### src/rtl/core/bglt_lerp.sv
// Pipelined linear blend a + floor(w * (b - a) / 2^WEIGHT_BITS) over parallel lanes.
`default_nettype none

module bglt_lerp #(
    parameter int LANES       = 1,
    parameter int VALUE_BITS  = 24,
    parameter int WEIGHT_BITS = 16,
    parameter int SIDE_W      = 1
) (
    input  wire logic                              clk,
    input  wire logic                              rst_n,
    input  wire logic                              up_valid,
    output logic                                   up_ready,
    input  wire logic [LANES-1:0][VALUE_BITS-1:0]  up_a,
    input  wire logic [LANES-1:0][VALUE_BITS-1:0]  up_b,
    input  wire logic [WEIGHT_BITS-1:0]            up_w,
    input  wire logic [SIDE_W-1:0]                 up_side,
    output logic                                   dn_valid,
    input  wire logic                              dn_ready,
    output logic [LANES-1:0][VALUE_BITS-1:0]       dn_res,
    output logic [SIDE_W-1:0]                      dn_side
);

    localparam int DW = VALUE_BITS + 1;
    localparam int PW = VALUE_BITS + WEIGHT_BITS + 2;
    localparam int SW = VALUE_BITS + 2;

    logic v1_reg;
    logic v2_reg;
    logic v3_reg;
    logic r1;
    logic r2;
    logic r3;

    logic [LANES-1:0][VALUE_BITS-1:0]   a1_reg;
    logic [LANES-1:0][DW-1:0]           d1_reg;
    logic [WEIGHT_BITS-1:0]             w1_reg;
    logic [SIDE_W-1:0]                  side1_reg;

    logic [LANES-1:0][VALUE_BITS-1:0]   a2_reg;
    logic [LANES-1:0][PW-1:0]           p2_reg;
    logic [SIDE_W-1:0]                  side2_reg;

    logic [LANES-1:0][VALUE_BITS-1:0]   res3_reg;
    logic [SIDE_W-1:0]                  side3_reg;

    logic [LANES-1:0][DW-1:0]           d1_next;
    logic [LANES-1:0][PW-1:0]           p2_next;
    logic [LANES-1:0][VALUE_BITS-1:0]   res3_next;
    logic signed [PW-1:0]               shifted;
    logic [SW-1:0]                      sum;

    assign r3       = !v3_reg || dn_ready;
    assign r2       = !v2_reg || r3;
    assign r1       = !v1_reg || r2;
    assign up_ready = r1;

    always_comb
    begin
        shifted = '0;
        sum     = '0;
        for (int l = 0; l < LANES; l++)
        begin
            d1_next[l] = {1'b0, up_b[l]} - {1'b0, up_a[l]};
            p2_next[l] = PW'($signed({1'b0, w1_reg}) * $signed(d1_reg[l]));
            // The exact result stays within the entry range, so the low bits
            // of the sum are the whole answer.
            shifted      = $signed(p2_reg[l]) >>> WEIGHT_BITS;
            sum          = shifted[SW-1:0] + {2'b00, a2_reg[l]};
            res3_next[l] = sum[VALUE_BITS-1:0];
        end
    end

    always_ff @(posedge clk or negedge rst_n)
    begin
        if (!rst_n)
        begin
            v1_reg <= 1'b0;
            v2_reg <= 1'b0;
            v3_reg <= 1'b0;
        end
        else
        begin
            if (r1)
            begin
                v1_reg <= up_valid;
            end
            if (r2)
            begin
                v2_reg <= v1_reg;
            end
            if (r3)
            begin
                v3_reg <= v2_reg;
            end
        end
    end

    always_ff @(posedge clk)
    begin
        if (r1 && up_valid)
        begin
            a1_reg    <= up_a;
            d1_reg    <= d1_next;
            w1_reg    <= up_w;
            side1_reg <= up_side;
        end
        if (r2 && v1_reg)
        begin
            a2_reg    <= a1_reg;
            p2_reg    <= p2_next;
            side2_reg <= side1_reg;
        end
        if (r3 && v2_reg)
        begin
            res3_reg  <= res3_next;
            side3_reg <= side2_reg;
        end
    end

    assign dn_valid = v3_reg;
    assign dn_res   = res3_reg;
    assign dn_side  = side3_reg;

endmodule

`default_nettype wire

### config.mk
export PLATFORM = sky130hd
export DESIGN_NAME = bglt_lerp
export DESIGN_NICKNAME = d
export VERILOG_FILES = /design/src/rtl/core/bglt_lerp.sv
export SDC_FILE = /design/constraint.sdc
export NUM_CORES = 1
export LEC_CHECK = 0
export BUFFER_PORTS_ARGS = -buffer_cell sky130_fd_sc_hd__buf_2
export CAP_MARGIN = 30
export CORE_ASPECT_RATIO = 1.75
export CORE_MARGIN = 10
export CORE_UTILIZATION = 58
export DETAILED_ROUTE_END_ITERATION = 16
export PLACE_DENSITY_LB_ADDON = 0.3
export SETUP_SLACK_MARGIN = 0.1
export SYNTH_ARGS = -nofsm -noshare
export SYNTH_HDL_FRONTEND = slang
export SYNTH_SLANG_ARGS = --single-unit
### constraint.sdc
create_clock -name clk -period 6.5 [get_ports clk]
set_input_delay 1.625 -clock clk [delete_from_list [all_inputs] [get_ports clk]]
set_output_delay 1.625 -clock clk [all_outputs]
set_load 0.005 [all_outputs]
* Word-level counts from Yosys, hierarchy flattened
Index checks and enable logic that the tools add are counted.
Operators by class: divide/modulo/power cells 0, reductions and logical operators 9, bitwise operators 0, add/sub/neg operators 2, eq/ne operators 0, $mul 1, shifts and indexed selects 0, magnitude comparators 0, muxes and demuxes 0
Operator list (count):
- multiplier 17 x 25 -> 40 bit | 1
- subtractor 24 x 24 -> 25 bit | 1
- adder 24 bit | 1
- logical AND 1 bit | 3
- zero test 1 bit | 3
- logical OR 1 bit | 3
Storage, ports and cells: output and inout port bits 27, bits of input ports 69, bits in latches 0, bits in read-only memories 0, bits in registers 159, RAM bits 0, memories 0

* Logic depth before layout (Yosys ltp)
word-level depth 5, depth in mapped cells 25, gate-level depth less buffers 24

* Least setup slack after synthesis
OpenSTA, ideal clock, no wires.
path type register to register, from reg w1_reg[8], to reg p2_reg[33] in the netlist's numbering, data pin, period minus slack after synthesis 6.056 ns, path buffers 1, stages on the path, launching flop included 24, data arrival time 5.794 ns, setup slack 0.444 ns, cells stage by stage edfxtp_1 -> clkbuf_1 -> nand2_1 -> fa_1 -> inv_1 -> fa_1 -> inv_1 -> fa_1 -> inv_1 -> fa_1 -> fa_1 -> inv_1 -> fa_1 -> inv_1 -> ha_1 -> a21oi_1 -> and4_1 -> nand3_1 -> a22o_1 -> a41o_1 -> o21a_4 -> o21ai_2 -> o21bai_1 -> xor2_1
RTL lines:
- start, declared | line 37 | logic [WEIGHT_BITS-1:0] w1_reg;
- start signal, assigned | line 105 | w1_reg <= up_w;
- end signal, assigned | line 111 | p2_reg <= p2_next;
- end, declared | line 41 | logic [LANES-1:0][PW-1:0] p2_reg;

==> impl_results.md <==
- Outcome: finished, final reports clean
- TritonCTS clock tree: yes
- Rows: 90
- Placed Area: 0.0219 sq mm
- Share of the synthesized area in the top cell type: 37.5%
- Final ANT Viol Nets: 0
- Prevailing post-synth register cell: edfxtp_1
- Post-route insts no fill: 2686
- Clock Tree Buf Depth: 2
- Critical path's most frequent cell: fa_1
- Clock root cell: clkbuf_16
- Clock latency on the worst-skew pair: 460 ps
- Fmax: roughly 160 MHz
- Post-synthesis cell count: 2003
- Crit path arrival time: between 6000 and 7000 ps
- Critical Path Source: d1_reg[4]
- Worst-margin pin slew: 1000 ps
- Max Slew Vio Count: 0
- Detail Placement HPWL: ~44 mm
- Crit start category: flop
- Setup WS post-layout: 68.2 ps
- Crit-path max FO: 4
- Mapped Area: 0.0202 sq mm
- Initial antenna violation count: 0
- Die height: between 200 and 300 um
- Final worst-path cycle share: 99.0%
- Kind of critical path: flop to flop
- # IOs: 96
- CORE AREA: 0.0345 sq mm
- Final instance area: 0.0231 sq mm
- #FFs+latches synth: roughly 140
- CP bufs+invs: 5
- Relative slew margins: between 30% and 40%
- CTS Sinks: around 140
- First-pass detailed-route iteration total: 6
- Total CTS buffers: 17
- Share of layout cells above drive strength 1: 14.7%
- Fin. Hold Viols: 0
- Vias per Instance: 5.46
- Largest area contributor in the netlist: fa_1
- Initial Util: roughly 59%
- Detailed Route Iter0 Violations: 839
- Die area: between 0.04 and 0.05 sq mm
- Final wirelength: between 50 and 60 mm
- H-tree Lvls: 4
- Placed cell count: around 2600
- N_diodes: 0
- RSZ-0062 raised after global routing: true
- Setup WS pre-CTS: -42.9 ps
- Seq/Total Area, Yosys: 21.2%
- Crit path time final: 6430 ps
- CP Cell Sequence: and2_4 > fa_2 > inv_2 > fa_1 > inv_1 > fa_1 > fa_1 > fa_1 > inv_2 > fa_1 > inv_2 > ha_4 > buf_6 > nand2_2 > a31o_1 > o211ai_1 > nand3_1 > a31oi_2 > o21a_1 > o21ai_2 > nor2b_4 > xnor2_2
- Fin util: between 60 and 70%
- Final setup fails: 0
- Synth cell types: 63
- Max reg flops: 25
- Mapped Nets: 2594
- Worst Skew: around 23 ps
- Hold_sp: a1_reg[6]
- CP top delay family: adder cells
- Yosys warns: 0
- Reg2reg path depth: 22
- Hold path cells: 0
- Hold Path Class: flop to flop
- Final net count: 2804
- CP peak stage delay: 610 ps
- Synth async-reset ratio: 2.10%
- RePlAce Congestion: approximately 0.95
- Layout area overhead: 14.5%
- CP Depth: 22
- Worst setup EP type: flop
- Global-route wire length before repair: approximately 84 mm
- Synth area leaders: fa_1 38%, edfxtp_1 21%, inv_1 9.2%
- Reg-to-reg startpoint: d1_reg[4]
- Number of synthesized flops with an enable pin: 140
- Hold-fix buffers at CTS: 0
- Gr ovfl total: 0
- Worst Path Required: ~6700 ps
- Max_cap viols: 0
- Slowest CP cell: fa_2
- Clock transition at path regs: 60 ps
- GRT Total Usage: 25.6%
- Avg WL per Cell: 20.0 um
- Avg Cell Area, Syn: 10.1 sq um
- IO buf count: 95
- Number of global-route vias before repair: 16400
- # DRC: 0
- Chip width: 161 um
- Largest net degree at the start of global routing: 67
- Via count: 14700
==> through the flow <==
stage	hold WS [ps]	setup TNS (ps)
finish	418	0
global route	424	-431
CTS	419	0
detailed placement	405	-59.7
global placement	401	0
floorplan	400	0
==> path summary, 6_finish.rpt <==
check                              to  slack [ps]
min in group asynchronous      v2_reg         960
min reg2reg                 a2_reg[6]         420
min                         a2_reg[6]         420
max                        p2_reg[37]          70
max in group asynchronous      v1_reg        5430
max reg2reg                p2_reg[37]          70
==> synth_stat cells (3+ instances only) <==
master,count
a211o_1,4
a211oi_1,5
a21o_1,24
a21oi_1,30
a31oi_1,7
and2_1,165
and3_1,9
and4_1,4
clkbuf_1,57
dfrtp_1,3
edfxtp_1,140
fa_1,379
ha_1,143
inv_1,494
nand2_1,262
nand2b_1,10
nand3_1,16
nand3b_1,3
nand4_1,3
nor2_1,45
nor2b_1,11
nor3_1,12
o2111ai_1,3
o211ai_1,5
o21a_1,17
o21ai_0,16
o21ai_1,9
o21ai_2,4
o21bai_1,7
or3_1,5
xnor2_1,52
xor2_1,19
==> kinds of logic (layout without fill, tap and decap cells) <==
family	Yosys count	count (layout)	synth area share (%)
compound gates	158	158	5.69
xor+xnor	71	71	3.08
flops	143	143	21.2
simple gates	557	557	13.4
buf+inv	552	775	10.3
fa+ha+maj	522	522	46.4
==> layer usage <==
| metal | share of wire [%] | wire, um | global-route usage (%) | vias to the layer above |
|---|---|---|---|---|
| li1 | - | - | - | 6504 |
| met1 | 30 | 16300 | 23.5 | 7403 |
| met2 | 56 | 30200 | 48.6 | 501 |
| met3 | 3.6 | 1940 | 3.12 | 249 |
| met4 | 9.6 | 5160 | 21.4 | 0 |
| met5 | 0 | 0 | 0 | - |
==> layout make-up <==
cell class              instances  area [sq um]
multi-input cells            1308         14000
fillers                      2680         11300
flip-flops and latches        143          4280
repair buffers                249          1860
inverters                     494          1850
well taps                     460           576
clock buffers                  22           464
clock inverters                10           103
==> repair_timing <==
item | 4_1_cts | 5_1_grt
setup buffers | 23 | 27
gates resized for setup | 6 | 38
setup endpoints to repair | 10 | 15
hold endpoints to repair | 0 | 0
pin swaps | 2 | 30
==> layout by cell type (no fill, tap or decap), types with 24 or more instances in the layout <==
master / netlist / routed
buf_4: 0 / 130
inv_1: 494 / 490
a21o_1: 24 / 24
xnor2_1: 52 / 51
and2_1: 165 / 159
buf_2: 1 / 95
edfxtp_1: 140 / 140
nand2_1: 262 / 260
fa_1: 379 / 373
a21oi_1: 30 / 28
ha_1: 143 / 139
nor2_1: 45 / 45
==> worst register-to-register path: stages, from the launching register on <==
cell and delay (ps):
edfxtp_1 550, and2_4 250, fa_2 610, inv_2 50
fa_1 490, inv_1 60, fa_1 560, fa_1 460
fa_1 540, inv_2 40, fa_1 510, inv_2 50
ha_4 260, buf_6 90, nand2_2 30, a31o_1 220
o211ai_1 370, nand3_1 200, a31oi_2 250, o21a_1 220
o21ai_2 100, nor2b_4 140, xnor2_2 130
Power is not shown: default switching activity piles up to over one toggle a cycle in this logic, so the estimate is an artifact.
