### src/rtl/core/bglt_pkg.sv
// Shared types and constants of the bilinear grid table lookup.
`default_nettype none

package bglt_pkg;

    localparam int POS_W      = 24;
    localparam int ENTRY_W    = 24;
    localparam int IDX_W      = 6;
    localparam int HALF_W     = 6;
    localparam int STEP_W     = 5;
    localparam int CFG_IDX_W  = 2;
    localparam int CFG_DATA_W = 6;
    // A position sign-extended to this width covers every step up to 2^31.
    localparam int EXT_W      = 32;
    // Signed width of the cell index range checks.
    localparam int CELL_W     = POS_W + 2;
    // The table is split into four banks by column and row parity.
    localparam int NUM_BANKS  = 4;

    typedef enum logic
    {
        CMD_WRITE = 1'b0,
        CMD_QUERY = 1'b1
    } cmd_t;

    typedef enum logic [CFG_IDX_W-1:0]
    {
        CFG_HALF_COLS   = 2'd0,
        CFG_HALF_ROWS   = 2'd1,
        CFG_STEP_LOG2   = 2'd2,
        CFG_TABLE_READY = 2'd3
    } cfg_reg_t;

    typedef struct packed
    {
        logic [HALF_W-1:0] half_cols;
        logic [HALF_W-1:0] half_rows;
        logic [STEP_W-1:0] step_log2;
        logic              table_ready;
    } cfg_t;

    // Per-query control that travels beside the table data.
    typedef struct packed
    {
        logic col_odd;
        logic row_odd;
        logic zero;
        logic oor;
    } qctl_t;

endpackage

`default_nettype wire

### src/rtl/core/bglt_locate.sv
// Cell location, weights, range check and bank addressing (two pipeline stages).
`default_nettype none

module bglt_locate #(
    parameter int HALF_COLS_MAX = 32,
    parameter int HALF_ROWS_MAX = 32,
    parameter int VALUE_BITS    = 24,
    parameter int WEIGHT_BITS   = 16,
    localparam int COL_HALF_W   = $clog2(HALF_COLS_MAX),
    localparam int ROW_HALF_W   = $clog2(HALF_ROWS_MAX),
    localparam int ADDR_W       = COL_HALF_W + ROW_HALF_W
) (
    input  wire logic                                    clk,
    input  wire logic                                    rst_n,
    input  wire bglt_pkg::cfg_t                          cfg,
    input  wire logic                                    up_valid,
    output logic                                         up_ready,
    input  wire logic                                    cmd,
    input  wire logic [bglt_pkg::IDX_W-1:0]              col,
    input  wire logic [bglt_pkg::IDX_W-1:0]              row,
    input  wire logic [bglt_pkg::ENTRY_W-1:0]            entry_value,
    input  wire logic signed [bglt_pkg::POS_W-1:0]       pos_x,
    input  wire logic signed [bglt_pkg::POS_W-1:0]       pos_y,
    output logic                                         dn_valid,
    input  wire logic                                    dn_ready,
    output logic                                         dn_query,
    output logic [bglt_pkg::NUM_BANKS-1:0]               dn_we,
    output logic [bglt_pkg::NUM_BANKS-1:0][ADDR_W-1:0]   dn_addr,
    output logic [VALUE_BITS-1:0]                        dn_wdata,
    output logic [WEIGHT_BITS-1:0]                       dn_tx,
    output logic [WEIGHT_BITS-1:0]                       dn_ty,
    output bglt_pkg::qctl_t                              dn_ctl
);

    localparam int HCW   = $clog2(HALF_COLS_MAX + 1);
    localparam int HRW   = $clog2(HALF_ROWS_MAX + 1);
    localparam int CXW   = COL_HALF_W + 1;
    localparam int CYW   = ROW_HALF_W + 1;
    localparam int POS_W = bglt_pkg::POS_W;
    localparam int EXT_W = bglt_pkg::EXT_W;
    localparam int CELL_W = bglt_pkg::CELL_W;
    localparam logic signed [CELL_W-1:0] ONE_S = 1;

    // Fraction of the position inside its cell: the low s bits of the
    // sign-extended position.
    function automatic logic [EXT_W-1:0] frac_of(
        input logic signed [POS_W-1:0]       pos,
        input logic [bglt_pkg::STEP_W-1:0]   s
    );
        logic [EXT_W-1:0] ext;
        logic [EXT_W-1:0] mask;
        ext  = {{(EXT_W - POS_W){pos[POS_W-1]}}, pos};
        mask = ~({EXT_W{1'b1}} << s);
        return ext & mask;
    endfunction

    function automatic logic [WEIGHT_BITS-1:0] weight_of(
        input logic [EXT_W-1:0]              frac,
        input logic [bglt_pkg::STEP_W-1:0]   s
    );
        logic [EXT_W+WEIGHT_BITS-1:0] wide;
        wide = {frac, {WEIGHT_BITS{1'b0}}} >> s;
        return wide[WEIGHT_BITS-1:0];
    endfunction

    // Stage A: floor the position to a cell and derive the weights.
    logic                           a_valid_reg;
    logic                           a_ready;
    logic                           a_query_reg;
    logic [bglt_pkg::IDX_W-1:0]     a_col_reg;
    logic [bglt_pkg::IDX_W-1:0]     a_row_reg;
    logic [VALUE_BITS-1:0]          a_entry_reg;
    logic signed [POS_W-1:0]        a_ilx_reg;
    logic signed [POS_W-1:0]        a_ily_reg;
    logic [WEIGHT_BITS-1:0]         a_tx_reg;
    logic [WEIGHT_BITS-1:0]         a_ty_reg;
    logic signed [POS_W-1:0]        a_ilx_next;
    logic signed [POS_W-1:0]        a_ily_next;
    logic [WEIGHT_BITS-1:0]         a_tx_next;
    logic [WEIGHT_BITS-1:0]         a_ty_next;

    // Stage B: range check and bank addresses.
    logic                                       b_valid_reg;
    logic                                       b_ready;
    logic                                       b_query_reg;
    logic [bglt_pkg::NUM_BANKS-1:0]             b_we_reg;
    logic [bglt_pkg::NUM_BANKS-1:0][ADDR_W-1:0] b_addr_reg;
    logic [VALUE_BITS-1:0]                      b_wdata_reg;
    logic [WEIGHT_BITS-1:0]                     b_tx_reg;
    logic [WEIGHT_BITS-1:0]                     b_ty_reg;
    bglt_pkg::qctl_t                            b_ctl_reg;
    logic [bglt_pkg::NUM_BANKS-1:0]             b_we_next;
    logic [bglt_pkg::NUM_BANKS-1:0][ADDR_W-1:0] b_addr_next;
    bglt_pkg::qctl_t                            b_ctl_next;

    logic [HCW-1:0]             hc;
    logic [HRW-1:0]             hr;
    logic signed [CELL_W-1:0]   ilx_w;
    logic signed [CELL_W-1:0]   ily_w;
    logic signed [CELL_W-1:0]   hc_w;
    logic signed [CELL_W-1:0]   hr_w;
    logic signed [CELL_W-1:0]   cx_full;
    logic signed [CELL_W-1:0]   cy_full;
    logic [CXW-1:0]             cx;
    logic [CXW-1:0]             cx1;
    logic [CYW-1:0]             cy;
    logic [CYW-1:0]             cy1;
    logic                       oor_any;
    logic                       wr_ok;
    logic [COL_HALF_W-1:0]      wcol_half;
    logic [ROW_HALF_W-1:0]      wrow_half;
    logic [bglt_pkg::NUM_BANKS-1:0] wbank_hit;

    assign a_ready  = !a_valid_reg || b_ready;
    assign b_ready  = !b_valid_reg || dn_ready;
    assign up_ready = a_ready;

    always_comb
    begin
        a_ilx_next = pos_x >>> cfg.step_log2;
        a_ily_next = pos_y >>> cfg.step_log2;
        a_tx_next  = weight_of(frac_of(pos_x, cfg.step_log2), cfg.step_log2);
        a_ty_next  = weight_of(frac_of(pos_y, cfg.step_log2), cfg.step_log2);
    end

    always_ff @(posedge clk or negedge rst_n)
    begin
        if (!rst_n)
        begin
            a_valid_reg <= 1'b0;
            b_valid_reg <= 1'b0;
        end
        else
        begin
            if (a_ready)
            begin
                a_valid_reg <= up_valid;
            end
            if (b_ready)
            begin
                b_valid_reg <= a_valid_reg;
            end
        end
    end

    always_ff @(posedge clk)
    begin
        if (a_ready && up_valid)
        begin
            a_query_reg <= (cmd == bglt_pkg::CMD_QUERY);
            a_col_reg   <= col;
            a_row_reg   <= row;
            a_entry_reg <= VALUE_BITS'(entry_value);
            a_ilx_reg   <= a_ilx_next;
            a_ily_reg   <= a_ily_next;
            a_tx_reg    <= a_tx_next;
            a_ty_reg    <= a_ty_next;
        end
    end

    always_comb
    begin
        // Grid sizes above the store's capacity saturate.
        hc = (32'(cfg.half_cols) > 32'(HALF_COLS_MAX)) ? HCW'(HALF_COLS_MAX)
                                                       : HCW'(cfg.half_cols);
        hr = (32'(cfg.half_rows) > 32'(HALF_ROWS_MAX)) ? HRW'(HALF_ROWS_MAX)
                                                       : HRW'(cfg.half_rows);
        ilx_w = CELL_W'(a_ilx_reg);
        ily_w = CELL_W'(a_ily_reg);
        hc_w  = $signed(CELL_W'(hc));
        hr_w  = $signed(CELL_W'(hr));
        oor_any = (ilx_w < -hc_w) || (ilx_w + ONE_S >= hc_w)
               || (ily_w < -hr_w) || (ily_w + ONE_S >= hr_w);

        cx_full = ilx_w + hc_w;
        cy_full = ily_w + hr_w;
        cx  = cx_full[CXW-1:0];
        cy  = cy_full[CYW-1:0];
        cx1 = cx + CXW'(1);
        cy1 = cy + CYW'(1);

        wr_ok = (32'(a_col_reg) < 2 * HALF_COLS_MAX) && (32'(a_row_reg) < 2 * HALF_ROWS_MAX);
        wcol_half = COL_HALF_W'(a_col_reg[bglt_pkg::IDX_W-1:1]);
        wrow_half = ROW_HALF_W'(a_row_reg[bglt_pkg::IDX_W-1:1]);

        // Bank index is {row parity, column parity}. Of the two columns cx and
        // cx+1, the even one sits at half index (cx+1)/2 and the odd one at cx/2.
        for (int b = 0; b < bglt_pkg::NUM_BANKS; b++)
        begin
            wbank_hit[b] = (a_col_reg[0] == b[0]) && (a_row_reg[0] == b[1]);
            b_we_next[b] = !a_query_reg && wr_ok && wbank_hit[b];
            if (a_query_reg)
            begin
                b_addr_next[b] = {(b[0] ? cx[CXW-1:1] : cx1[CXW-1:1]),
                                  (b[1] ? cy[CYW-1:1] : cy1[CYW-1:1])};
            end
            else
            begin
                b_addr_next[b] = {wcol_half, wrow_half};
            end
        end

        b_ctl_next.col_odd = cx[0];
        b_ctl_next.row_odd = cy[0];
        b_ctl_next.zero    = !cfg.table_ready || oor_any;
        b_ctl_next.oor     = cfg.table_ready && oor_any;
    end

    always_ff @(posedge clk)
    begin
        if (b_ready && a_valid_reg)
        begin
            b_query_reg <= a_query_reg;
            b_we_reg    <= b_we_next;
            b_addr_reg  <= b_addr_next;
            b_wdata_reg <= a_entry_reg;
            b_tx_reg    <= a_tx_reg;
            b_ty_reg    <= a_ty_reg;
            b_ctl_reg   <= b_ctl_next;
        end
    end

    assign dn_valid = b_valid_reg;
    assign dn_query = b_query_reg;
    assign dn_we    = b_we_reg;
    assign dn_addr  = b_addr_reg;
    assign dn_wdata = b_wdata_reg;
    assign dn_tx    = b_tx_reg;
    assign dn_ty    = b_ty_reg;
    assign dn_ctl   = b_ctl_reg;

endmodule

`default_nettype wire

### config.mk
export PLATFORM = sky130hd
export DESIGN_NAME = bglt_locate
export DESIGN_NICKNAME = d
export VERILOG_FILES = /design/src/rtl/core/bglt_pkg.sv /design/src/rtl/core/bglt_locate.sv
export SDC_FILE = /design/constraint.sdc
export NUM_CORES = 1
export LEC_CHECK = 0
export BUFFER_PORTS_ARGS = -buffer_cell sky130_fd_sc_hd__buf_2
export CAP_MARGIN = 20
export CORE_ASPECT_RATIO = 1.4
export CORE_MARGIN = 1.5
export CORE_UTILIZATION = 58
export DETAILED_ROUTE_END_ITERATION = 8
export GPL_ROUTABILITY_DRIVEN = 0
export PLACE_DENSITY = 0.82
export SETUP_SLACK_MARGIN = 0.5
export SLEW_MARGIN = 20
export SYNTH_ARGS = -nofsm -noshare
export SYNTH_HDL_FRONTEND = slang
export SYNTH_SLANG_ARGS = --single-unit
### constraint.sdc
create_clock -name clk -period 4.79 [get_ports clk]
set_input_delay 0.479 -clock clk [delete_from_list [all_inputs] [get_ports clk]]
set_output_delay 0.479 -clock clk [all_outputs]
set_load 0.02 [all_outputs]
Word level (Yosys, flattened, before mapping). Cells that the tools add are included.

Register bits: 224. Input port bits: 107. Output and inout port bits: 107. Word-level logic and storage cells: 74.

$add $sub $neg: 8. Magnitude comparators: 6. Shift operators: 5. Muxes and demuxes: 6. Bitwise logic cells: 5. Reductions and logical operators: 21.

Operator list (number): $shr A48 B5 Y16 (2); $and A32 B32 Y32 (2); $lt A24 B26 Y1 (2); $neg A6 Y26 (2); $add A24 B2 Y25 const B (2); $ge A25 B7 Y1 (2); $sshr A24 B5 Y24 (2); $mux W10 (4); $not A32 Y32 (1); $shl A32 B5 Y32 const A (1); $add A6 B1 Y6 const B (2); $add A6 B6 Y6 (2); $gt A6 B6 Y1 const B (2); $mux W6 (2); $logic_and A1 B1 Y1 (11); $logic_or A1 B1 Y1 (6); $logic_not A1 Y1 (4); $not A1 Y1 (2).

Depth between registers and ports, before layout.
Depth after elaboration: 8. Depth in mapped cells: 17. Mapped depth without buffers: 17.

Worst setup path before layout. Ideal clock, no wire load.

Path kind: register to register. Start point: reg b_valid_reg, in the netlist dn_valid. End point: reg a_col_reg[0] in the netlist's numbering (enable). Arrival: 3476 ps. Required time: 4301 ps. Setup slack: 824 ps. Stages on the path, launching flop included: 3. Buffers on the path: 0. Period minus slack after synthesis: 3966 ps. Path through: dfrtp_1 -> nand3b_1 -> and2_1.

Longest elaborated chain between the ends: 4.

RTL lines: from (decl) (RTL line bglt_locate.sv:83) `logic b_valid_reg;`; from (signal assigned) (RTL line bglt_locate.sv:141) `b_valid_reg <= a_valid_reg;`; $logic_not A1 Y1 (RTL line bglt_locate.sv:115) `assign b_ready = !b_valid_reg || dn_ready;`; $logic_or A1 B1 Y1 (RTL line bglt_locate.sv:115); $logic_or A1 B1 Y1 (RTL line bglt_locate.sv:114) `assign a_ready = !a_valid_reg || b_ready;`; net up_ready (RTL line bglt_locate.sv:17) `output logic up_ready,`; $logic_and A1 B1 Y1 (RTL line bglt_locate.sv:148) `if (a_ready && up_valid)`; to (signal assigned) (RTL line bglt_locate.sv:151) `a_col_reg <= col;`; to (decl) (RTL line bglt_locate.sv:70) `logic [bglt_pkg::IDX_W-1:0] a_col_reg;`.

The timed path passes the listed nets, and every way through them passes these cells. A chain may end at the register's enable or synchronous reset.

==> impl_results.md <==
- Gr usage total: a little over a quarter
- Fin. max-slew vios: 0
- Endpoints failing setup: 0
- Combinational share of power: between 20% and 30%
- CP top delay family: simple AND/OR/NAND/NOR gates
- Post-Syn Area per Cell: slightly above 10 um2
- Post-CTS setup buffer count: 0
- Post-synth EDFFs: a little over 200
- Net count after synthesis: around 1,500
- Sequential share of the synthesized area: roughly 46%
- I/O pins: approximately 210
- Setup TNS: 0 ps
- Total iterations of the first detailed-routing run: 6
- Final total power: about 0.0047 W
- Power share of the sequential group: between 40% and 50%
- CP Buf/Inv Count: 0
- Post-Place Cells: between 1,500 and 2,000
- Worst vdd ir: around 0.26 mV
- Hold Startpoint: entry_value[10]
- Non-Filler Instances: 1,781
- 1st-iter DRT viols: around 970
- Post-CTS resize count: 0
- Worst-path clk slew: ~70 ps
- PortBufs: 213
- Root buf cell: clkbuf_16
- Flop-to-flop setup slack: between 1000 and 1500 ps
- Clock Path Buffers: 3
- Top-count cell post-synth: edfxtp_1
- DR vias/cell: between 6 and 7
- Post-route antenna net violation count: 0
- Number of global-route vias before repair: between 10,000 and 15,000
- First-pass GRT wire length: approximately 50 mm
- RSZ-0062 raised after global routing: false
- Worst Skew: between 10 and 15 ps
- Die area: roughly 24,000 um2
- List of most frequent post-synthesis cells: 202 x edfxtp_1, 137 x nand2_1, 119 x nor2_1
- CTS tree: yes
- Final count of hold timing violations: 0
- Pint: 0.00331 W
- Via count: approximately 11,000
- Num CTS Buffers: 19
- Initial antenna violation count: 1
- Tightest Pin Transition: between 1000 and 1500 ps
- Ranking of synthesized cells by area: edfxtp_1 46%, ha_1 7.0%, mux2i_1 5.3%
- LEAKAGE: about 6 nW
- Hold Path Cell Cnt: 1
- Worst setup SP type: register
- Die X: roughly 130 um
- DR DRC count: 0
- Core Region: 22,500 um2
- Mapped Cells: 1,318
- Top-area cell type share of the netlist area: between 40 and 50%
- Status: finished clean
- Clk pwr share: ~29%
- H-tree Lvls: 1
- WP depth: 9
- Worst path slowest cell: edfxtp_1
- Worst-skew pair later-pin latency: 500 ps
- Avg WL per Cell: 18.0 um
- Max frequency: slightly below 300 MHz
- Critical Path AT: 3710 ps
- Critical path required time: 5030 ps
- Minimum clock period after layout: 3470 ps
- Ys async rst share: less than 1%
- Primary FF master, synth: edfxtp_1
- Switching share of power: a little under 30%
- Area of the mapped netlist: about 13,000 um2
- Area Overhead vs Synth: 12.5%
- Drt total wl: approximately 32 mm
- Standard-cell rows: between 60 and 70
- Fin crit share: between 70 and 80%
- Sw power: 0.00141 W
- Dpl hpwl: roughly 24 mm
- Ant diodes: 0
- Clock Sinks: 204
- Hold Crit Class: input port to register
- Initial core utilization: between 50 and 60%
- Nets: 1,650
- Yosys Warn Count: 0
- Synth cell types: 73
- Crit. End Element: register
- Layout cells sized above 1: 20.4%
- Reg2Reg Depth: 9
- Slew margin rel.: around 30%
- CP Class: register to register
- Leading area contributor after synthesis: edfxtp_1
- R2r startpoint: a_ily_reg[1]
- Die H: roughly 180 um
- Crit path top cell by count: nand3_1
- Yosys reg bits: between 200 and 250
- # fillers: about 1,700
- Worst Hold Path EP: a_entry_reg[10]
- Pwr Density: 315 nW/um2
- Pin count of the biggest net entering global routing: 69
- Crit-path max cell delay: between 500 and 600 ps
- Critical Path Fanout Max: 7
- Maxcap violations: 0
- Grt ovf: 0
- Crit Reg-Reg Endpoint: dn_ctl[1]
- Util after Layout: between 60% and 70%
- Crit path cell chain: ha_1, nand3_1, or2_0, or4_1, a211o_1, nor4_1, nand4b_1, a221oi_2, nand3_1
==> power by group through the flow <==
stage	logic (W)	registers [W]	clock network [W]
floorplan	0.000688	0.00237	0
global placement	0.00103	0.00229	0
detailed placement	0.00106	0.00230	0
CTS	0.00107	0.00227	0.00140
global route	0.00118	0.00229	0.00146
finish	0.00108	0.00227	0.00137
==> cell type report <==
cell class	count	area (um2)	area share (%)
Clock buffer	24	494	3.30
Clock inverter	10	63.8	0.426
Inverter	39	146	0.978
Multi-Input combinational cell	979	6610	44.2
Sequential cell	204	6120	40.8
Tap cell	301	377	2.52
Timing Repair Buffer	224	1160	7.77
==> how the worst max path moves through the flow <==
stage / slack, ps / startpoint / endpoint
final: 1320 / a_ily_reg[1] / dn_ctl[1]
after floorplan: 820 / dn_valid / a_col_reg[0]
after CTS: 1360 / a_ily_reg[1] / dn_ctl[1]
after detailed placement: 1030 / cfg[11] / dn_ctl[1]
after global placement: 1080 / cfg[11] / dn_ctl[1]
after global routing: 1200 / a_ily_reg[1] / dn_ctl[1]
==> cell families (layout without fill, tap and decap cells) <==
family / after synthesis / count (layout) / synth area share, %
and+or+nand+nor: 416 / 416 / 14.8
AOI/OAI and AO/OA: 338 / 338 / 16.0
DFF: 204 / 204 / 46.0
buffers and inverters: 135 / 297 / 4.39
muxes: 110 / 110 / 9.07
adders and majority gates: 77 / 77 / 7.33
xor gates and xnor gates: 38 / 38 / 2.50
==> per-stage QoR <==
| stage | area, um2 | hold slack [ps] | worst slack (ps) |
|---|---|---|---|
| after floorplan | 13300 | 183 | 824 |
| after global placement | 14400 | 265 | 1080 |
| after detailed placement | 14400 | 268 | 1030 |
| after CTS | 15000 | 138 | 1360 |
| after global routing | 15000 | 133 | 1200 |
| final | 15000 | 156 | 1320 |
==> per-layer routing <==
layer	wire, um	vias to the layer above	global-route usage [%]
li1	-	5241	-
met1	12300	5012	31.8
met2	15700	483	45.1
met3	2020	122	2.81
met4	1960	0	16.0
met5	0	-	0
==> worst reg2reg max path, stage by stage, from the launching register on <==
cell and delay, ps:
edfxtp_1 520, ha_1 310, nand3_1 130, or2_0 350, or4_1 520, a211o_1 320
nor4_1 470, nand4b_1 190, a221oi_2 300, nand3_1 100
==> what timing repair did <==
action,CTS,global route
hold buffers,1,0
endpoints found under the hold margin,2,0
setup endpoints to repair,0,0
==> cells in the final DEF (no fill, tap or decap), drive strengths merged, types with 15 or more instances in the layout <==
master / netlist / layout
inv: 39 / 42
mux2i: 70 / 70
a21oi: 88 / 88
ha: 74 / 74
nand3: 36 / 36
nor3: 17 / 17
clkbuf: 61 / 24
nand4: 18 / 18
mux2: 35 / 35
edfxtp: 202 / 202
nor2: 119 / 119
a211oi: 15 / 15
o21ai: 103 / 103
o211ai: 30 / 30
buf: 35 / 223
xnor2: 27 / 27
nand2: 137 / 137
No activity file was read; power rests on OpenSTA's default activity.
